<file path="src/sv/rsc_pkg.sv">
// ----------------------------------------------------------------------------
// rsc_pkg - ray sample compositor shared definitions
// Mode and register codes, fixed-point constants and rounding helper.
// ----------------------------------------------------------------------------
package rsc_pkg;

    // field widths
    localparam int SAMPLE_W = 16;
    localparam int PIXEL_W  = 8;
    localparam int MODE_W   = 3;
    localparam int TH_W     = 16;
    localparam int SCALE_W  = 23;
    localparam int STEPS_W  = 13;
    localparam int CFG_IDX_W  = 2;
    localparam int CFG_DATA_W = 23;

    // state widths
    localparam int ACC_W = 24;
    localparam int COV_W = 17;
    localparam int SUM_W = 28;

    // shared multiplier operand width
    localparam int MUL_W = 24;

    // compositing modes
    localparam logic [MODE_W-1:0] MODE_NONE  = 3'd0;
    localparam logic [MODE_W-1:0] MODE_MIN   = 3'd1;
    localparam logic [MODE_W-1:0] MODE_MAX   = 3'd2;
    localparam logic [MODE_W-1:0] MODE_MEAN  = 3'd3;
    localparam logic [MODE_W-1:0] MODE_ALPHA = 3'd4;

    // register indexes
    localparam logic [CFG_IDX_W-1:0] REG_COMP_MODE       = 2'd0;
    localparam logic [CFG_IDX_W-1:0] REG_ALPHA_THRESHOLD = 2'd1;
    localparam logic [CFG_IDX_W-1:0] REG_ALPHA_SCALE     = 2'd2;
    localparam logic [CFG_IDX_W-1:0] REG_STEPS_PER_RAY   = 2'd3;

    // fixed-point constants
    localparam logic [TH_W-1:0]     TH_MAX     = 16'd64881;    // 0.99 in Q0.16
    localparam logic [COV_W-1:0]    ONE_Q16    = 17'd65536;
    localparam logic [COV_W-1:0]    DONE_COV   = 17'd64226;    // 0.98 in Q0.16
    localparam logic [ACC_W-1:0]    ACC_MAX    = 24'hFF_FFFF;
    localparam logic [SUM_W-1:0]    SUM_MAX    = 28'hFFF_FFFF;
    localparam logic [SAMPLE_W-1:0] MIN_RESET  = 16'hFF00;     // 255.0 in Q8.8
    // ceil(2^31 / 255): exact floor division by 255 for values below 2^24
    localparam logic [MUL_W-1:0]    RECIP_255  = 24'h80_8081;
    // scaled product at or above this clamps opacity to one
    localparam logic [30:0]         ALPHA_SAT  = 31'd16711935;
    localparam logic [PIXEL_W-1:0]  PIXEL_MAX  = 8'd255;

    // round a Q8.8 value half up and saturate to a pixel
    function automatic logic [PIXEL_W-1:0] round_q88(input logic [SAMPLE_W-1:0] x);
        logic [SAMPLE_W:0] r;
        begin
            r = {1'b0, x} + 17'd128;
            round_q88 = r[SAMPLE_W] ? PIXEL_MAX : r[SAMPLE_W-1:8];
        end
    endfunction

endpackage

</file>
<file path="src/sv/ray_sample_compositor.sv">
// ----------------------------------------------------------------------------
// ray_sample_compositor - per-ray sample reduction to one pixel
// Pass-through, minimum, maximum, mean and front-to-back alpha compositing
// of Q8.8 volume samples, one 8-bit pixel per ray or per pass-through sample.
// ----------------------------------------------------------------------------
// Samples of one ray arrive in front-to-back order on the sample channel
// (sample_valid / sample_stall); the last sample carries ray_last, and a
// ray_void request gives pixel 0 and clears the ray. Pixels leave on
// the pixel channel through an output register, so a pixel may wait for the
// consumer while the next sample is taken in. The block works on one request
// at a time and stalls the sample channel until it is done. A sample that
// yields no pixel in minimum, maximum and mean mode needs only the idle
// state; a pixel-producing request (pass-through, minimum, maximum, void,
// unused modes) also passes the pixel-write state. An alpha sample that
// adds opacity makes five passes through the single shared 24x24
// multiplier (two partial products of the opacity gain, the divide by 255
// as a reciprocal multiply, the coverage weight and the color weight);
// alpha samples below the threshold or after early stop skip them. The
// mean pixel at ray end comes from an eight-step restoring divide by
// steps_per_ray, skipped when steps_per_ray is 0 or the result saturates.
// Configuration is written on cfg_valid / cfg_ready, always ready; the
// user must write it only while no request is in flight; not enforced.
// ----------------------------------------------------------------------------
module ray_sample_compositor (
    input  logic                            clk,
    input  logic                            rst_n,

    // sample channel
    input  logic                            sample_valid,
    output logic                            sample_stall,
    input  logic [rsc_pkg::SAMPLE_W-1:0]    sample_value,
    input  logic                            ray_last,
    input  logic                            ray_void,

    // pixel channel
    output logic                            pixel_valid,
    input  logic                            pixel_stall,
    output logic [rsc_pkg::PIXEL_W-1:0]     pixel,

    // configuration write channel
    input  logic                            cfg_valid,
    output logic                            cfg_ready,
    input  logic [rsc_pkg::CFG_IDX_W-1:0]   cfg_index,
    input  logic [rsc_pkg::CFG_DATA_W-1:0]  cfg_data
);

    // sequencer states
    localparam logic [3:0] ST_IDLE = 4'd0;   // take a request
    localparam logic [3:0] ST_M0   = 4'd1;   // d * gain low half
    localparam logic [3:0] ST_M1   = 4'd2;   // d * gain high half
    localparam logic [3:0] ST_M2   = 4'd3;   // combine halves, clamp check
    localparam logic [3:0] ST_M3   = 4'd4;   // divide by 255 via reciprocal
    localparam logic [3:0] ST_M4   = 4'd5;   // coverage weight
    localparam logic [3:0] ST_M5   = 4'd6;   // color weight, state update
    localparam logic [3:0] ST_DSET = 4'd7;   // mean divide setup
    localparam logic [3:0] ST_DIV  = 4'd8;   // one quotient bit per cycle
    localparam logic [3:0] ST_FIN  = 4'd9;   // write pixel, clear ray on last or void

    // configuration
    logic [rsc_pkg::MODE_W-1:0]   mode_reg, mode_next;
    logic [rsc_pkg::TH_W-1:0]     th_reg, th_next;
    logic [rsc_pkg::SCALE_W-1:0]  scale_reg, scale_next;
    logic [rsc_pkg::STEPS_W-1:0]  steps_reg, steps_next;

    // ray state
    logic [rsc_pkg::ACC_W-1:0]    acc_reg, acc_next;
    logic [rsc_pkg::COV_W-1:0]    cov_reg, cov_next;
    logic [rsc_pkg::SAMPLE_W-1:0] min_reg, min_next;
    logic [rsc_pkg::SAMPLE_W-1:0] max_reg, max_next;
    logic [rsc_pkg::SUM_W-1:0]    sum_reg, sum_next;
    logic                         done_reg, done_next;

    // control
    logic [3:0]                   state_reg, state_next;
    logic                         out_valid_reg, out_valid_next;

    // datapath registers (no reset)
    logic [rsc_pkg::PIXEL_W-1:0]  pixel_reg, pixel_next;
    logic [rsc_pkg::SAMPLE_W-1:0] v_reg, v_next;
    logic                         last_reg, last_next;
    logic                         void_reg, void_next;
    logic [23:0]                  d_reg, d_next;
    logic [35:0]                  plo_reg, plo_next;
    logic [34:0]                  phi_reg, phi_next;
    logic [23:0]                  y_reg, y_next;
    logic                         ysat_reg, ysat_next;
    logic [16:0]                  a_reg, a_next;
    logic [16:0]                  w_reg, w_next;
    logic [20:0]                  rem_reg, rem_next;
    logic [7:0]                   q_reg, q_next;
    logic [2:0]                   bit_reg, bit_next;

    // shared multiplier
    logic [rsc_pkg::MUL_W-1:0]    mul_a;
    logic [rsc_pkg::MUL_W-1:0]    mul_b;
    logic [2*rsc_pkg::MUL_W-1:0]  product;

    // combinational helpers
    logic [23:0]                  vn;
    logic [23:0]                  tn;
    logic [46:0]                  scaled;
    logic [28:0]                  mean_num;
    logic [20:0]                  mean_div;
    logic [20:0]                  trial;
    logic [24:0]                  acc_sum;
    logic [24:0]                  acc_round;
    logic [rsc_pkg::COV_W-1:0]    cov_inc;
    logic [rsc_pkg::PIXEL_W-1:0]  fin_pixel;
    logic                         out_free;
    logic                         accept;

    assign sample_stall = (state_reg != ST_IDLE);
    assign cfg_ready    = 1'b1;
    assign pixel_valid  = out_valid_reg;
    assign pixel        = pixel_reg;

    assign accept   = sample_valid && (state_reg == ST_IDLE);
    assign out_free = !out_valid_reg || !pixel_stall;

    // sample and threshold on a common Q8.16-by-255 scale
    assign vn = {sample_value, 8'h00};
    assign tn = {th_reg, 8'h00} - {8'h00, th_reg};

    assign scaled    = {11'd0, plo_reg} + {phi_reg, 12'd0};
    // (2*sum + 256n) / (512n) reduces to floor((sum + 128n) / 256) / n
    assign mean_num  = {1'b0, sum_reg} + {9'd0, steps_reg, 7'd0};
    assign mean_div  = {steps_reg, 8'd0};
    assign trial     = {8'd0, steps_reg} << bit_reg;
    assign cov_inc   = cov_reg + w_reg;
    assign acc_sum   = {1'b0, acc_reg} + {1'b0, product[31:8]};
    assign acc_round = {1'b0, acc_reg} + 25'd32768;

    // operand select for the shared multiplier
    always_comb
    begin
        mul_a = d_reg;
        mul_b = {12'd0, scale_reg[11:0]};
        unique case (state_reg)
            ST_M1:
            begin
                mul_a = d_reg;
                mul_b = {13'd0, scale_reg[22:12]};
            end
            ST_M3:
            begin
                mul_a = y_reg;
                mul_b = rsc_pkg::RECIP_255;
            end
            ST_M4:
            begin
                mul_a = {7'd0, rsc_pkg::ONE_Q16 - cov_reg};
                mul_b = {7'd0, a_reg};
            end
            ST_M5:
            begin
                mul_a = {7'd0, w_reg};
                mul_b = {8'd0, v_reg};
            end
            default:
            begin
                mul_a = d_reg;
                mul_b = {12'd0, scale_reg[11:0]};
            end
        endcase
    end

    assign product = mul_a * mul_b;

    // pixel at ray end or for a pass-through sample
    always_comb
    begin
        fin_pixel = '0;
        if (!void_reg)
        begin
            case (mode_reg)
                rsc_pkg::MODE_NONE: fin_pixel = rsc_pkg::round_q88(v_reg);
                rsc_pkg::MODE_MIN:  fin_pixel = rsc_pkg::round_q88(min_reg);
                rsc_pkg::MODE_MAX:  fin_pixel = rsc_pkg::round_q88(max_reg);
                rsc_pkg::MODE_MEAN: fin_pixel = q_reg;
                rsc_pkg::MODE_ALPHA:
                begin
                    fin_pixel = acc_round[24] ? rsc_pkg::PIXEL_MAX : acc_round[23:16];
                end
                default:            fin_pixel = '0;
            endcase
        end
    end

    always_comb
    begin
        mode_next      = mode_reg;
        th_next        = th_reg;
        scale_next     = scale_reg;
        steps_next     = steps_reg;
        acc_next       = acc_reg;
        cov_next       = cov_reg;
        min_next       = min_reg;
        max_next       = max_reg;
        sum_next       = sum_reg;
        done_next      = done_reg;
        state_next     = state_reg;
        out_valid_next = out_valid_reg;
        pixel_next     = pixel_reg;
        v_next         = v_reg;
        last_next      = last_reg;
        void_next      = void_reg;
        d_next         = d_reg;
        plo_next       = plo_reg;
        phi_next       = phi_reg;
        y_next         = y_reg;
        ysat_next      = ysat_reg;
        a_next         = a_reg;
        w_next         = w_reg;
        rem_next       = rem_reg;
        q_next         = q_reg;
        bit_next       = bit_reg;

        // configuration writes
        if (cfg_valid)
        begin
            unique case (cfg_index)
                rsc_pkg::REG_COMP_MODE:
                    mode_next = cfg_data[rsc_pkg::MODE_W-1:0];
                rsc_pkg::REG_ALPHA_THRESHOLD:
                    th_next = (cfg_data[15:0] > rsc_pkg::TH_MAX) ? rsc_pkg::TH_MAX
                                                                 : cfg_data[15:0];
                rsc_pkg::REG_ALPHA_SCALE:
                    scale_next = cfg_data;
                rsc_pkg::REG_STEPS_PER_RAY:
                    steps_next = cfg_data[rsc_pkg::STEPS_W-1:0];
                default: ;
            endcase
        end

        // pixel taken by the consumer
        if (out_valid_reg && !pixel_stall)
            out_valid_next = 1'b0;

        unique case (state_reg)
            ST_IDLE:
            begin
                if (accept)
                begin
                    v_next    = sample_value;
                    last_next = ray_last;
                    void_next = ray_void;
                    if (ray_void)
                        state_next = ST_FIN;
                    else
                    begin
                        case (mode_reg)
                            rsc_pkg::MODE_NONE:
                                state_next = ST_FIN;
                            rsc_pkg::MODE_MIN:
                            begin
                                if (sample_value < min_reg)
                                    min_next = sample_value;
                                state_next = ray_last ? ST_FIN : ST_IDLE;
                            end
                            rsc_pkg::MODE_MAX:
                            begin
                                if (sample_value > max_reg)
                                    max_next = sample_value;
                                state_next = ray_last ? ST_FIN : ST_IDLE;
                            end
                            rsc_pkg::MODE_MEAN:
                            begin
                                if (({1'b0, sum_reg} + {13'd0, sample_value})
                                    > {1'b0, rsc_pkg::SUM_MAX})
                                    sum_next = rsc_pkg::SUM_MAX;
                                else
                                    sum_next = sum_reg + {12'd0, sample_value};
                                state_next = ray_last ? ST_DSET : ST_IDLE;
                            end
                            rsc_pkg::MODE_ALPHA:
                            begin
                                // early stop or below threshold adds nothing
                                if (!done_reg && (vn > tn))
                                begin
                                    d_next     = vn - tn;
                                    state_next = ST_M0;
                                end
                                else
                                    state_next = ray_last ? ST_FIN : ST_IDLE;
                            end
                            default:
                                state_next = ray_last ? ST_FIN : ST_IDLE;
                        endcase
                    end
                end
            end
            ST_M0:
            begin
                plo_next   = product[35:0];
                state_next = ST_M1;
            end
            ST_M1:
            begin
                phi_next   = product[34:0];
                state_next = ST_M2;
            end
            ST_M2:
            begin
                // floor(d*gain / 2^16), then clamp check before the /255
                ysat_next  = (scaled[46:16] >= rsc_pkg::ALPHA_SAT);
                y_next     = scaled[39:16];
                state_next = ST_M3;
            end
            ST_M3:
            begin
                a_next     = ysat_reg ? rsc_pkg::ONE_Q16 : product[47:31];
                state_next = ST_M4;
            end
            ST_M4:
            begin
                w_next     = product[32:16];
                state_next = ST_M5;
            end
            ST_M5:
            begin
                cov_next   = cov_inc;
                acc_next   = acc_sum[24] ? rsc_pkg::ACC_MAX : acc_sum[23:0];
                if (cov_inc >= rsc_pkg::DONE_COV)
                    done_next = 1'b1;
                state_next = last_reg ? ST_FIN : ST_IDLE;
            end
            ST_DSET:
            begin
                q_next   = '0;
                rem_next = mean_num[28:8];
                bit_next = 3'd7;
                if (steps_reg == '0)
                    state_next = ST_FIN;
                else if (mean_num[28:8] >= mean_div)
                begin
                    q_next     = rsc_pkg::PIXEL_MAX;
                    state_next = ST_FIN;
                end
                else
                    state_next = ST_DIV;
            end
            ST_DIV:
            begin
                if (rem_reg >= trial)
                begin
                    rem_next         = rem_reg - trial;
                    q_next[bit_reg]  = 1'b1;
                end
                if (bit_reg == 3'd0)
                    state_next = ST_FIN;
                else
                    bit_next = bit_reg - 3'd1;
            end
            ST_FIN:
            begin
                if (out_free)
                begin
                    out_valid_next = 1'b1;
                    pixel_next     = fin_pixel;
                    if (void_reg || last_reg)
                    begin
                        acc_next  = '0;
                        cov_next  = '0;
                        min_next  = rsc_pkg::MIN_RESET;
                        max_next  = '0;
                        sum_next  = '0;
                        done_next = 1'b0;
                    end
                    state_next = ST_IDLE;
                end
            end
            default:
                state_next = ST_IDLE;
        endcase
    end

    // control and architectural state
    always_ff @(posedge clk or negedge rst_n)
    begin
        if (!rst_n)
        begin
            mode_reg      <= rsc_pkg::MODE_NONE;
            th_reg        <= '0;
            scale_reg     <= 23'd65536;
            steps_reg     <= 13'd1;
            acc_reg       <= '0;
            cov_reg       <= '0;
            min_reg       <= rsc_pkg::MIN_RESET;
            max_reg       <= '0;
            sum_reg       <= '0;
            done_reg      <= 1'b0;
            state_reg     <= ST_IDLE;
            out_valid_reg <= 1'b0;
        end
        else
        begin
            mode_reg      <= mode_next;
            th_reg        <= th_next;
            scale_reg     <= scale_next;
            steps_reg     <= steps_next;
            acc_reg       <= acc_next;
            cov_reg       <= cov_next;
            min_reg       <= min_next;
            max_reg       <= max_next;
            sum_reg       <= sum_next;
            done_reg      <= done_next;
            state_reg     <= state_next;
            out_valid_reg <= out_valid_next;
        end
    end

    // datapath
    always_ff @(posedge clk)
    begin
        pixel_reg <= pixel_next;
        v_reg     <= v_next;
        last_reg  <= last_next;
        void_reg  <= void_next;
        d_reg     <= d_next;
        plo_reg   <= plo_next;
        phi_reg   <= phi_next;
        y_reg     <= y_next;
        ysat_reg  <= ysat_next;
        a_reg     <= a_next;
        w_reg     <= w_next;
        rem_reg   <= rem_next;
        q_reg     <= q_next;
        bit_reg   <= bit_next;
    end

endmodule

</file>
<file path="config.mk">
export PLATFORM = sky130hd
export DESIGN_NAME = ray_sample_compositor
export DESIGN_NICKNAME = d
export VERILOG_FILES = /design/src/sv/rsc_pkg.sv /design/src/sv/ray_sample_compositor.sv
export SDC_FILE = /design/constraint.sdc
export NUM_CORES = 2
export LEC_CHECK = 0
export ABC_CLOCK_PERIOD_IN_PS = 10200
export BUFFER_PORTS_ARGS = -buffer_cell sky130_fd_sc_hd__buf_2
export CAP_MARGIN = 20
export CORE_UTILIZATION = 60
export CTS_BUF_LIST = sky130_fd_sc_hd__clkbuf_8
export DETAILED_ROUTE_END_ITERATION = 12
export PLACE_DENSITY = 0.83
export SYNTH_ARGS = -nofsm -noshare
export SYNTH_HDL_FRONTEND = slang
export SYNTH_SLANG_ARGS = --single-unit
</file>
<file path="constraint.sdc">
create_clock -name clk -period 10.2 [get_ports clk]
set_input_delay 0 -clock clk [delete_from_list [all_inputs] [get_ports clk]]
set_output_delay 0 -clock clk [all_outputs]
set_load 0.05 [all_outputs]
</file>
==> parameters.txt <==
Parameter                              Value

Floorplan
  Placeable core area ... 0.0632 mm²
  Initial Utilization ... 0.608
  Die Wd ... 255 µm
  Cell Rows ... 92
  Die Outline Area ... 0.0651 mm²
  Chip height ... 255 µm
  Io pins ... 59

GRT
  Global-route wire length before repair ... 186 mm
  Overall overflow remaining after global route ... 0
  Vias in the first global route ... 32300
  Number of antenna violations at the first check in global routing ... 6
  Global routing usage summed across all routing layers ... 0.386
  Pin count of the biggest net entering global routing ... 76

CTS
  # H-tree levels ... 2
  Clk Latency, worst-skew pair ... 0.72 ns
  Clock Root Buffer ... sky130_fd_sc_hd__clkbuf_8
  Number of buffers created by CTS ... 58
  Clock tree from TritonCTS ... built
  Reg clk slew, reported paths ... 0.07 ns
  Clock sinks ... 362
  Clock Tree Buf Depth ... 3

Critical path
  Critical path's largest stage delay ... 0.57 ns
  Required time reported for the critical path endpoint ... 10.77 ns
  Standard cell with the maximum stage delay on the critical path ... sky130_fd_sc_hd__or4_4
  CP Max Fanout ... 17
  Arrival time at the worst endpoint ... 10.56 ns
  Most repeated library cell on the critical path ... sky130_fd_sc_hd__fa_1
  Crit path launch type ... register
  Sort of element at the end of the critical path ... register
  Kind of critical path ... register to register

STA
  Number of failing hold endpoints at the final stage ... 0
  Unrepaired setup endpoints after global routing ... yes
  Max-slew violation count ... 0
  Post-route clock skew ... 0.0873 ns
  Relative max-transition margin ... 0.216
  Setup-violating endpoint count in the final report ... 0
  Min cycle time layout ... 9.99 ns
  Actual transition at the worst max-transition pin ... 1.17 ns
  Minimum hold slack ... 0.127 ns
  Period utilization ... 0.979
  Fmax ... 100 MHz

Finish
  FILL cells ... 4997
  Fraction of layout cells with a size suffix above 1 ... 0.105
  NumNets Final ... 5140
  Flip-flop count of the largest register after layout ... 35
  Area overhead of the layout relative to synthesis ... 11.0%

Synthesis
  Post-synth ARST share ... 0.448
  Gate count after technology mapping ... 4143
  Most frequent cell after synthesis ... sky130_fd_sc_hd__inv_1
  Leading post-synthesis cells by instance count ... sky130_fd_sc_hd__inv_1, sky130_fd_sc_hd__nand2_1, sky130_fd_sc_hd__ha_1, sky130_fd_sc_hd__nor2_1, sky130_fd_sc_hd__fa_1
  Combined area of all synthesized cells ... 0.0384 mm²
  Cell taking the most area after synthesis ... sky130_fd_sc_hd__fa_1
  Primary flip-flop cell chosen by synthesis mapping ... sky130_fd_sc_hd__edfxtp_1
  Synthesized flop and latch total ... 362
  Netlist cell types ... 104
  Area fraction of the dominant cell type after synthesis ... 0.182
  Count of flip-flops with a built-in enable after synthesis ... 200
  Sequential fraction of the synthesis area ... 0.262
  Avg Cell Area, Syn ... 9.28 µm²
  Main area contributors after synthesis ... sky130_fd_sc_hd__fa_1, sky130_fd_sc_hd__edfxtp_1, sky130_fd_sc_hd__ha_1, sky130_fd_sc_hd__dfrtp_1, sky130_fd_sc_hd__inv_1
  Number of synthesis warnings ... 0

Route
  DRC violation count after routing ... 0
  Initial drt markers ... 3261
  Routed length per placed instance ... 23.6 µm
  Post-route antenna net violation count ... 0
  Vias per cell ... 6.14
  Detailed-route wire length ... 124 mm
  Iteration count of the initial detailed-routing pass ... 6
  Via count ... 32200

Placement
  Placer's final routability congestion estimate ... 1.04
  Half-perimeter wire length of the detailed placement result ... 99.0 mm
  Port bufs ... 57

Worst hold path
  HP Class ... input pin to register

Run status
  Result of the run ... finished clean

Flow run
  Reported max-cap violation count ... 0
-- layout make-up --
class / count / area [µm²] / area share
Sequential cell: 362 / 10100 / 0.236
Inverter: 572 / 2150 / 0.0504
Multi-Input combinational cell: 3102 / 26100 / 0.612
Clock buffer: 66 / 908 / 0.0213
Clock inverter: 42 / 308 / 0.00722
Timing Repair Buffer: 255 / 2060 / 0.0484
Antenna cell: 3 / 7.51 / 0.000176
Tap cell: 846 / 1060 / 0.0248
-- what timing repair did --
| action | in CTS | in global routing |
|---|---|---|
| endpoints found under the setup margin | 15 | 24 |
| pin swaps | 0 | 16 |
| setup buffers | 0 | 10 |
| gates resized for setup | 2 | 59 |
| endpoints found under the hold margin | 212 | 0 |
| gates cloned | 0 | 0 |
| hold buffers | 56 | 0 |
-- layer usage --
metal / vias up / share of wire / GRT usage
met2: 1676 / 0.46 / 0.625
li1: 14500 / - / -
met4: 6 / 0.063 / 0.204
met1: 15700 / 0.38 / 0.484
met3: 408 / 0.098 / 0.0859
met5: - / 0.00030 / 0
-- cells in the final DEF, fill, tap and decap left out, types with 14 or more instances in the layout --
cell type	n
sky130_fd_sc_hd__a211oi_1	20
sky130_fd_sc_hd__a21o_1	79
sky130_fd_sc_hd__a21oi_1	204
sky130_fd_sc_hd__a22o_1	18
sky130_fd_sc_hd__a31oi_1	32
sky130_fd_sc_hd__and2_1	19
sky130_fd_sc_hd__and3_1	63
sky130_fd_sc_hd__and4_1	26
sky130_fd_sc_hd__buf_2	57
sky130_fd_sc_hd__buf_4	131
sky130_fd_sc_hd__clkbuf_8	66
sky130_fd_sc_hd__clkinv_2	16
sky130_fd_sc_hd__conb_1	29
sky130_fd_sc_hd__dfrtp_1	152
sky130_fd_sc_hd__dlygate4sd3_1	55
sky130_fd_sc_hd__edfxtp_1	200
sky130_fd_sc_hd__fa_1	350
sky130_fd_sc_hd__ha_1	386
sky130_fd_sc_hd__inv_1	584
sky130_fd_sc_hd__mux2_2	55
sky130_fd_sc_hd__mux2i_1	20
sky130_fd_sc_hd__nand2_1	426
sky130_fd_sc_hd__nand2b_1	45
sky130_fd_sc_hd__nand3_1	72
sky130_fd_sc_hd__nand4_1	42
sky130_fd_sc_hd__nor2_1	379
sky130_fd_sc_hd__nor2b_1	35
sky130_fd_sc_hd__nor3_1	46
sky130_fd_sc_hd__nor4_1	21
sky130_fd_sc_hd__o211ai_1	16
sky130_fd_sc_hd__o21a_1	36
sky130_fd_sc_hd__o21ai_0	161
sky130_fd_sc_hd__o21ai_1	24
sky130_fd_sc_hd__o21bai_1	18
sky130_fd_sc_hd__o22a_1	14
sky130_fd_sc_hd__o22ai_1	16
sky130_fd_sc_hd__o31ai_1	14
sky130_fd_sc_hd__or3_1	14
sky130_fd_sc_hd__xnor2_1	127
sky130_fd_sc_hd__xor2_1	74
-- metrics by stage --
step	setup WS [ns]	TNS, ns	util	cells	instance area, µm²
4_1_cts	0.0112	0	0.669	5234	42300
2_1_floorplan	0.406	0	-	4170	38500
5_1_grt	-0.0752	-0.899	0.675	5246	42600
3_3_place_gp	0.0376	0	0.640	5069	40500
3_5_place_dp	0.0258	0	0.640	5070	40500
6_report	0.214	0	0.675	5248	42600
-- worst paths after layout --
kind,cells past startpoint,startpoint,slack [ns],endpoint
max,39,cov_reg[7],0.21,acc_reg[16]
min,3,cfg_data[18],0.13,scale_reg[18]
min reg2reg,2,acc_reg[7],0.48,acc_reg[7]
max reg2reg,39,cov_reg[7],0.21,acc_reg[16]
max in group asynchronous,4,rst_n,8.39,state_reg[3]
min in group asynchronous,3,rst_n,0.42,th_reg[3]
-- critical path: cells and delay by family (launching register included) --
family                   cells  cell delay (ns)
flip-flops                   1             0.41
adder cells (fa/ha/maj)      9             4.24
AO/OA/AOI/OAI               13             2.40
AND/OR/NAND/NOR              9             1.75
XOR/XNOR                     2             0.42
buffers and inverters        6             0.59
-- kinds of logic (layout without fill, tap and decap cells) --
| group | after synthesis | after routing | synth area share |
|---|---|---|---|
| other | 2 | 32 | 0.000195 |
| flip-flops | 362 | 362 | 0.262 |
| multiplexers | 81 | 81 | 0.0243 |
| buffers and inverters | 706 | 935 | 0.0702 |
| AND/OR/NAND/NOR | 1253 | 1253 | 0.152 |
| XOR/XNOR | 212 | 212 | 0.0483 |
| AO/OA/AOI/OAI | 786 | 786 | 0.133 |
| adder cells (fa/ha/maj) | 741 | 741 | 0.310 |
Power is not shown: default switching activity piles up to over one toggle a cycle in this logic, so the estimate is an artifact.
